<file path="config.mk">
export PLATFORM = sky130hd
export DESIGN_NAME = cursor_array_list
export DESIGN_NICKNAME = d
export VERILOG_FILES = /design/src/hdl/cal_pkg.sv /design/src/hdl/cal_ctrl.sv /design/src/hdl/cal_datapath.sv /design/src/hdl/cursor_array_list.sv
export SDC_FILE = /design/constraint.sdc
export NUM_CORES = 2
export LEC_CHECK = 0
export ABC_AREA = 1
export BUFFER_PORTS_ARGS = -buffer_cell sky130_fd_sc_hd__buf_2
export CAP_MARGIN = 30
export CORE_MARGIN = 5
export CORE_UTILIZATION = 34
export CTS_CLUSTER_DIAMETER = 50
export DETAILED_ROUTE_END_ITERATION = 16
export PLACE_DENSITY_LB_ADDON = 0.3
export SETUP_SLACK_MARGIN = 0.02
export SLEW_MARGIN = 10
export SYNTH_ARGS = -nofsm -noshare
export SYNTH_HDL_FRONTEND = slang
export SYNTH_HIERARCHICAL = 1
export SYNTH_SLANG_ARGS = --single-unit
</file>
<file path="constraint.sdc">
create_clock -name clk -period 10.9 [get_ports clk]
set_input_delay 1.635 -clock clk [delete_from_list [all_inputs] [get_ports clk]]
set_output_delay 1.635 -clock clk [all_outputs]
set_load 0.05 [all_outputs]
</file>
<file path="src/hdl/cal_pkg.sv">
`timescale 1ns / 1ps
// shared types and constants for the cursor array list
// depends on nothing; used by every module of the block
package cal_pkg;

    localparam int CAP    = 32;
    localparam int DATA_W = 32;
    localparam int CUR_W  = $clog2(CAP);
    localparam int CNT_W  = $clog2(CAP + 1);
    localparam int OP_W   = 4;
    localparam int IDX_W  = 5;

    typedef enum logic [OP_W-1:0] {
        OP_FIRST  = 4'd0,
        OP_LAST   = 4'd1,
        OP_PREV   = 4'd2,
        OP_NEXT   = 4'd3,
        OP_SET    = 4'd4,
        OP_INS_BF = 4'd5,
        OP_INS_AF = 4'd6,
        OP_ERASE  = 4'd7,
        OP_CLEAR  = 4'd8,
        OP_REPL   = 4'd9,
        OP_READ   = 4'd10
    } op_t;

    typedef enum logic [2:0] {
        CUR_HOLD,
        CUR_ZERO,
        CUR_LAST,
        CUR_DEC,
        CUR_INC,
        CUR_INDEX
    } cur_sel_t;

    typedef enum logic [1:0] {
        CNT_HOLD,
        CNT_INC,
        CNT_DEC,
        CNT_ZERO
    } cnt_sel_t;

    typedef enum logic {
        ST_IDLE,
        ST_DONE
    } ctrl_state_t;

    // controller to datapath
    typedef struct packed {
        logic     load;
        logic     gap;
        logic     after;
        logic     wr;
        logic     close;
        logic     drop;
        cur_sel_t cur_sel;
        cnt_sel_t cnt_sel;
    } dp_cmd_t;

    // datapath to controller
    typedef struct packed {
        logic empty;
        logic full;
        logic at_first;
        logic at_last;
        logic index_ok;
    } dp_stat_t;

endpackage

</file>
<file path="src/hdl/cal_ctrl.sv">
`timescale 1ns / 1ps
// controller: decodes the operation into datapath commands, drives done
// depends on cal_pkg
module cal_ctrl (
    input  logic                    clk,
    input  logic                    rst_n,
    input  logic                    start,
    input  logic [cal_pkg::OP_W-1:0] op,
    input  cal_pkg::dp_stat_t       stat,
    output cal_pkg::dp_cmd_t        cmd,
    output logic                    busy,
    output logic                    done
);
    import cal_pkg::*;

    ctrl_state_t state_reg;
    ctrl_state_t state_next;
    logic        accept;

    always_ff @(posedge clk or negedge rst_n)
    begin
        if (!rst_n)
        begin
            state_reg <= ST_IDLE;
        end
        else
        begin
            state_reg <= state_next;
        end
    end

    always_comb
    begin
        busy       = 1'b0;
        accept     = start && !busy;
        state_next = accept ? ST_DONE : ST_IDLE;
        done       = (state_reg == ST_DONE);

        cmd.load    = accept;
        cmd.gap     = 1'b0;
        cmd.after   = 1'b0;
        cmd.wr      = 1'b0;
        cmd.close   = 1'b0;
        cmd.drop    = 1'b0;
        cmd.cur_sel = CUR_HOLD;
        cmd.cnt_sel = CNT_HOLD;

        if (accept)
        begin
            case (op)
                OP_FIRST:
                begin
                    cmd.cur_sel = CUR_ZERO;
                end
                OP_LAST:
                begin
                    if (!stat.empty)
                        cmd.cur_sel = CUR_LAST;
                end
                OP_PREV:
                begin
                    if (!stat.at_first)
                        cmd.cur_sel = CUR_DEC;
                end
                OP_NEXT:
                begin
                    if (!stat.at_last)
                        cmd.cur_sel = CUR_INC;
                end
                OP_SET:
                begin
                    if (stat.index_ok)
                        cmd.cur_sel = CUR_INDEX;
                end
                OP_INS_BF:
                begin
                    if (stat.full)
                        cmd.drop = 1'b1;
                    else
                    begin
                        cmd.gap     = 1'b1;
                        cmd.wr      = 1'b1;
                        cmd.cnt_sel = CNT_INC;
                    end
                end
                OP_INS_AF:
                begin
                    if (stat.full)
                        cmd.drop = 1'b1;
                    else
                    begin
                        // empty list: the word lands at position zero
                        cmd.gap     = 1'b1;
                        cmd.wr      = 1'b1;
                        cmd.after   = !stat.empty;
                        cmd.cnt_sel = CNT_INC;
                        if (!stat.empty)
                            cmd.cur_sel = CUR_INC;
                    end
                end
                OP_ERASE:
                begin
                    if (!stat.empty)
                    begin
                        cmd.close   = 1'b1;
                        cmd.cnt_sel = CNT_DEC;
                        // erasing the last entry pulls the cursor back, unless it is also the first
                        if (stat.at_last && !stat.at_first)
                            cmd.cur_sel = CUR_DEC;
                    end
                end
                OP_CLEAR:
                begin
                    cmd.cur_sel = CUR_ZERO;
                    cmd.cnt_sel = CNT_ZERO;
                end
                OP_REPL:
                begin
                    if (!stat.empty)
                        cmd.wr = 1'b1;
                end
                default:
                begin
                end
            endcase
        end
    end

endmodule

</file>
<file path="src/hdl/cal_datapath.sv">
`timescale 1ns / 1ps
// datapath: per-entry shift cells, cursor and count registers, result words
// depends on cal_pkg
module cal_datapath (
    input  logic                             clk,
    input  logic                             rst_n,
    input  cal_pkg::dp_cmd_t                 cmd,
    input  logic signed [cal_pkg::DATA_W-1:0] value,
    input  logic [cal_pkg::IDX_W-1:0]        index,
    output cal_pkg::dp_stat_t                stat,
    output logic signed [cal_pkg::DATA_W-1:0] element,
    output logic [cal_pkg::CUR_W-1:0]        cursor,
    output logic [cal_pkg::CNT_W-1:0]        count,
    output logic                             is_empty,
    output logic                             dropped
);
    import cal_pkg::*;

    logic signed [DATA_W-1:0] entries_reg [CAP];
    logic signed [DATA_W-1:0] entries_next [CAP];
    logic [CUR_W-1:0]         cursor_reg;
    logic [CUR_W-1:0]         cursor_next;
    logic [CNT_W-1:0]         count_reg;
    logic [CNT_W-1:0]         count_next;
    logic                     dropped_reg;
    logic [CNT_W-1:0]         cur_ext;
    logic [CNT_W-1:0]         wpos;

    assign cur_ext = CNT_W'(cursor_reg);
    assign wpos    = cur_ext + CNT_W'(cmd.after);

    assign stat.empty    = (count_reg == '0);
    assign stat.full     = (count_reg >= CNT_W'(CAP));
    assign stat.at_first = (cursor_reg == '0);
    assign stat.at_last  = ((cur_ext + CNT_W'(1)) >= count_reg);
    assign stat.index_ok = (CNT_W'(index) < count_reg);

    for (genvar g = 0; g < CAP; g++)
    begin : g_cell
        localparam logic [CNT_W-1:0] POS = CNT_W'(g);
        logic signed [DATA_W-1:0] below;
        logic signed [DATA_W-1:0] above;

        if (g == 0)
        begin : g_lo
            assign below = entries_reg[g];
        end
        else
        begin : g_lo
            assign below = entries_reg[g-1];
        end

        if (g == CAP - 1)
        begin : g_hi
            assign above = entries_reg[g];
        end
        else
        begin : g_hi
            assign above = entries_reg[g+1];
        end

        always_comb
        begin
            entries_next[g] = entries_reg[g];
            if (cmd.gap && (POS > wpos))
                entries_next[g] = below;
            if (cmd.close && (POS >= cur_ext))
                entries_next[g] = above;
            if (cmd.wr && (POS == wpos))
                entries_next[g] = value;
        end
    end

    always_comb
    begin
        case (cmd.cur_sel)
            CUR_ZERO:  cursor_next = '0;
            CUR_LAST:  cursor_next = CUR_W'(count_reg - CNT_W'(1));
            CUR_DEC:   cursor_next = cursor_reg - CUR_W'(1);
            CUR_INC:   cursor_next = cursor_reg + CUR_W'(1);
            CUR_INDEX: cursor_next = CUR_W'(index);
            default:   cursor_next = cursor_reg;
        endcase

        case (cmd.cnt_sel)
            CNT_INC:  count_next = count_reg + CNT_W'(1);
            CNT_DEC:  count_next = count_reg - CNT_W'(1);
            CNT_ZERO: count_next = '0;
            default:  count_next = count_reg;
        endcase
    end

    always_ff @(posedge clk)
    begin
        entries_reg <= entries_next;
    end

    always_ff @(posedge clk or negedge rst_n)
    begin
        if (!rst_n)
        begin
            cursor_reg  <= '0;
            count_reg   <= '0;
            dropped_reg <= 1'b0;
        end
        else if (cmd.load)
        begin
            cursor_reg  <= cursor_next;
            count_reg   <= count_next;
            dropped_reg <= cmd.drop;
        end
    end

    assign element  = stat.empty ? '0 : entries_reg[cursor_reg];
    assign cursor   = cursor_reg;
    assign count    = count_reg;
    assign is_empty = stat.empty;
    assign dropped  = dropped_reg;

endmodule

</file>
<file path="src/hdl/cursor_array_list.sv">
`timescale 1ns / 1ps
// cursor array list: fixed-capacity ordered list of signed words with a cursor
// latency: result word on the cycle after start is taken, done high one cycle
// throughput: one operation per cycle, busy stays low; inserts and erases move
// the entries from the cursor position on at once through one shift cell per entry
// reset: asynchronous active-low, list empty, cursor zero; entries not cleared
// the receiver cannot stall; done marks each result for one cycle only
module cursor_array_list (
    input  logic                             clk,
    input  logic                             rst_n,
    // command side
    input  logic                             start,
    output logic                             busy,
    input  logic [cal_pkg::OP_W-1:0]         op,
    input  logic signed [cal_pkg::DATA_W-1:0] value,
    input  logic [cal_pkg::IDX_W-1:0]        index,
    // result side
    output logic                             done,
    output logic signed [cal_pkg::DATA_W-1:0] element,
    output logic [cal_pkg::CUR_W-1:0]        cursor,
    output logic [cal_pkg::CNT_W-1:0]        count,
    output logic                             is_empty,
    output logic                             dropped
);
    import cal_pkg::*;

    // command and status between controller and datapath
    dp_cmd_t  cmd;
    dp_stat_t stat;

    // controller: op decode against list status, done strobe
    cal_ctrl u_ctrl (
        .clk   (clk),
        .rst_n (rst_n),
        .start (start),
        .op    (op),
        .stat  (stat),
        .cmd   (cmd),
        .busy  (busy),
        .done  (done)
    );

    // datapath: entry cells plus cursor and count; result fields read
    // straight from the registers, which hold the state after the last step
    cal_datapath u_dp (
        .clk      (clk),
        .rst_n    (rst_n),
        .cmd      (cmd),
        .value    (value),
        .index    (index),
        .stat     (stat),
        .element  (element),
        .cursor   (cursor),
        .count    (count),
        .is_empty (is_empty),
        .dropped  (dropped)
    );

endmodule

</file>
==> qor.csv <==
stage,metric,value,unit
outcome,outcome,"complete, no violations",
clocking,cts_tree,built,
yosys,yosys.area_share.simple,26.4,%
clocking,clkSinkCount,1037,
yosys,yosysSeqAreaShare,46.8,%
routing,vias_per_cell,5.43,
die,dieArea,204000,µm²
sta,post-route-period-util,66.7,%
yosys,synth_adder_area_share,0.377,%
layout,fin_nets,9153,
worst_setup_path,arrival,5.63,ns
yosys,synth_top_family_by_area,simple AND/OR/NAND/NOR gates,
global_routing,grt_pass1_wl,379000,µm
worst_setup_path,crit_type,flop to output port,
sta,setup_violations,0,
pwr,powerDensity,172,nW/µm²
yosys,syn_area,66400,µm²
yosys,yosysTopAreaCellShare,46.3,%
job,maxCapViolations,0,
clocking,htree_levels,4,
global_routing,gr-usage-all-layers,24.2,%
yosys,synth_xor_xnor_area_share,0.128,%
yosys,ys_seq_elements,1037,
die,fp.dieH,452,µm
pwr,p_leak,34.1,nW
worst_hold_path,min_path_type,flop to flop,
layout,drive_gt1_share,6.78,%
yosys,synth_nets,9429,
sta,maxSlewViolCount,0,
yosys,synth.area.top_cells,"edfxtp_1 (46%), nand2_1 (20%), o21ai_0 (9.8%)",
place,port_buffers,89,
sta,setup_ws,3.63,ns
worst_setup_path,worstSetupEndpointType,output port,
clocking,post-cts-setup-buffer-count,0,
sta,setup_tns,0,ns
routing,drtIter0Drc,9104,
routing,wl_met2,105000,µm
yosys,ys.flop_type,edfxtp_1,
yosys,syn_avg_cell_area,7.10,µm²
worst_setup_path,slowest_delay,0.86,ns
routing,routed.top_layer,met5,
sta,rsz0062_at_grt,no,
clocking,cts_root_buf,clkbuf_16,
yosys,synth.distinct_cells,38,
global_routing,grt_max_degree,196,
clocking,insertion_delay,0.80,ns
global_routing,grt_pass1_vias,57400,
yosys,synthArstFlopShare,1.25,%
pwr,power,12.8,mW
yosys,ys_warn_count,6,
place,dp_hpwl,163000,µm
worst_setup_path,cpMostUsedCell,nand2_1,
layout,fillers,20200,
routing,wl_met3,32400,µm
sta,slew_headroom,22.0,%
routing,post_drt_wl_per_cell,21.8,µm
die,start_util,34.1,%
place,placed_cells,11500,
worst_setup_path,cp_slowest_cell,o21ai_0,
routing,drc,0,
worst_setup_path,crit_path_max_fanout,195,
global_routing,antenna_found_initial,15,
sta,fin_hold_ws,0.505,ns
routing,met1_length,113000,µm
worst_setup_path,crit_chain,buf_12 -> buf_4 -> nand2_1 -> nand3_1 -> nand2_1 -> o21ai_0 -> nand2_1 -> nor2_1 -> nor2_1 -> buf_2,
layout,final_cell_mix,"nand2_1 (3552), o21ai_0 (1295), inv_1 (1079)",
pwr,ir_worst_vdd,0.000161,V
layout,fin_util,38.3,%
layout,largest_register_ffs,928,
die,std_cell_rows,162,
clocking,cts_buffers,153,
worst_setup_path,start_kind,flop,
sta,max_freq,138,MHz
yosys,yosys-mux-area-fraction,0.0169,%
layout,area_growth,12.2,%
place,dp_worst_setup_slack,4.52,ns
yosys,synth_area_leader_cell,edfxtp_1,
clocking,post_cts_resized,0,
place,place.gp.congestion,0.929,
layout,final_cells,11800,
routing,postRouteAntennaNets,0,
yosys,synth_edf_count,1024,
sta,skew,0.0281,ns
sta,layout_min_cycle_time,7.27,ns
worst_setup_path,worstPathRequired,9.27,ns
layout,final_common_cell,nand2_1,
yosys,synth-compound-area-share,15.7,%
die,core,195000,µm²
routing,routed_wl,256000,µm
routing,vias,63900,
clocking,cts_buffer_depth,3,
sta,worst_pin_slew,1.17,ns
place,postPlaceCellArea,69300,µm²
sta,finalHoldViolations,0,
die,die_w,452,µm
routing,first_pass_iters,7,
clocking,path_clk_slew,0.05,ns
clocking,ctsHoldBuffers,0,
die,num_io_pins,91,
global_routing,grt_overflow,0,
yosys,syn_inst,9365,
layout,final_cell_area,74600,µm²
## synthesized netlist by cell type, types with 2 or more instances
cell and n:
buf_4 13, buf_1 64, clkbuf_1 407, nor2_1 158, edfxtp_1 1024, nand3b_1 7
inv_2 9, nand2_2 11, xor2_1 6, dfrtp_1 13, clkinv_1 3, nor2_2 12
nor3_1 2, nand2_1 3590, a31oi_1 3, o211ai_1 6, a21oi_1 14, buf_2 213
o21ai_0 1303, nand3_1 639, inv_1 1080, o21ai_1 745, nand4_1 8, ha_1 20
a22oi_1 2
## path summary, 6_finish.rpt
path / cells after the start / slack [ns] / endpoint / start
min in group asynchronous: 1 / 0.75 / u_dp/count[0] / rst_n
max in group asynchronous: 1 / 9.88 / u_dp/cursor[0] / rst_n
min: 1 / 0.51 / u_dp/dropped / u_dp/dropped
max: 10 / 3.63 / element[3] / u_dp/cursor[0]
min reg2reg: 1 / 0.51 / u_dp/dropped / u_dp/dropped
max reg2reg: 18 / 4.99 / u_dp/g_cell[1].above[28] / u_dp/count[0]
## where the power goes
part	total, mW	switching [mW]	internal [mW]
clock	5.00	2.02	2.97
combinational	3.11	2.39	0.724
sequential	4.73	0.117	4.61
total	12.8	4.53	8.31
## worst max-delay path, delay by kind of cell, from the launching register on
kind | cells | cell delay, ns
AOI/OAI and AO/OA | 1 | 0.86
and+or+nand+nor | 6 | 1.01
buffers and inverters | 3 | 1.76
DFF | 1 | 0.85
## layer usage
metal	global-route usage, %	vias to the layer above
li1	-	29900
met1	35.6	29900
met2	35.2	3789
met3	6.35	377
met4	6.19	2
met5	0	-
## cells by family after synthesis
family                     after synthesis
and+or+nand+nor                       4430
AOI/OAI and AO/OA                     2079
buffers and inverters                 1789
DFF                                   1037
adders and majority gates               20
xor gates and xnor gates                 8
other                                    1
muxes                                    1
## area by class of cell
type / count / area [µm²] / share of cell area, %
sequential: 1037 / 31100 / 41.7
tap: 2542 / 3180 / 4.26
clock buffer: 178 / 4010 / 5.37
antenna: 7 / 17.5 / 0.0235
multi-input combinational: 6539 / 28700 / 38.5
inverter: 1092 / 4110 / 5.51
clock inverter: 103 / 1060 / 1.42
timing repair buffer: 266 / 2400 / 3.21
Note: power is estimated with default switching activity, not from simulation.
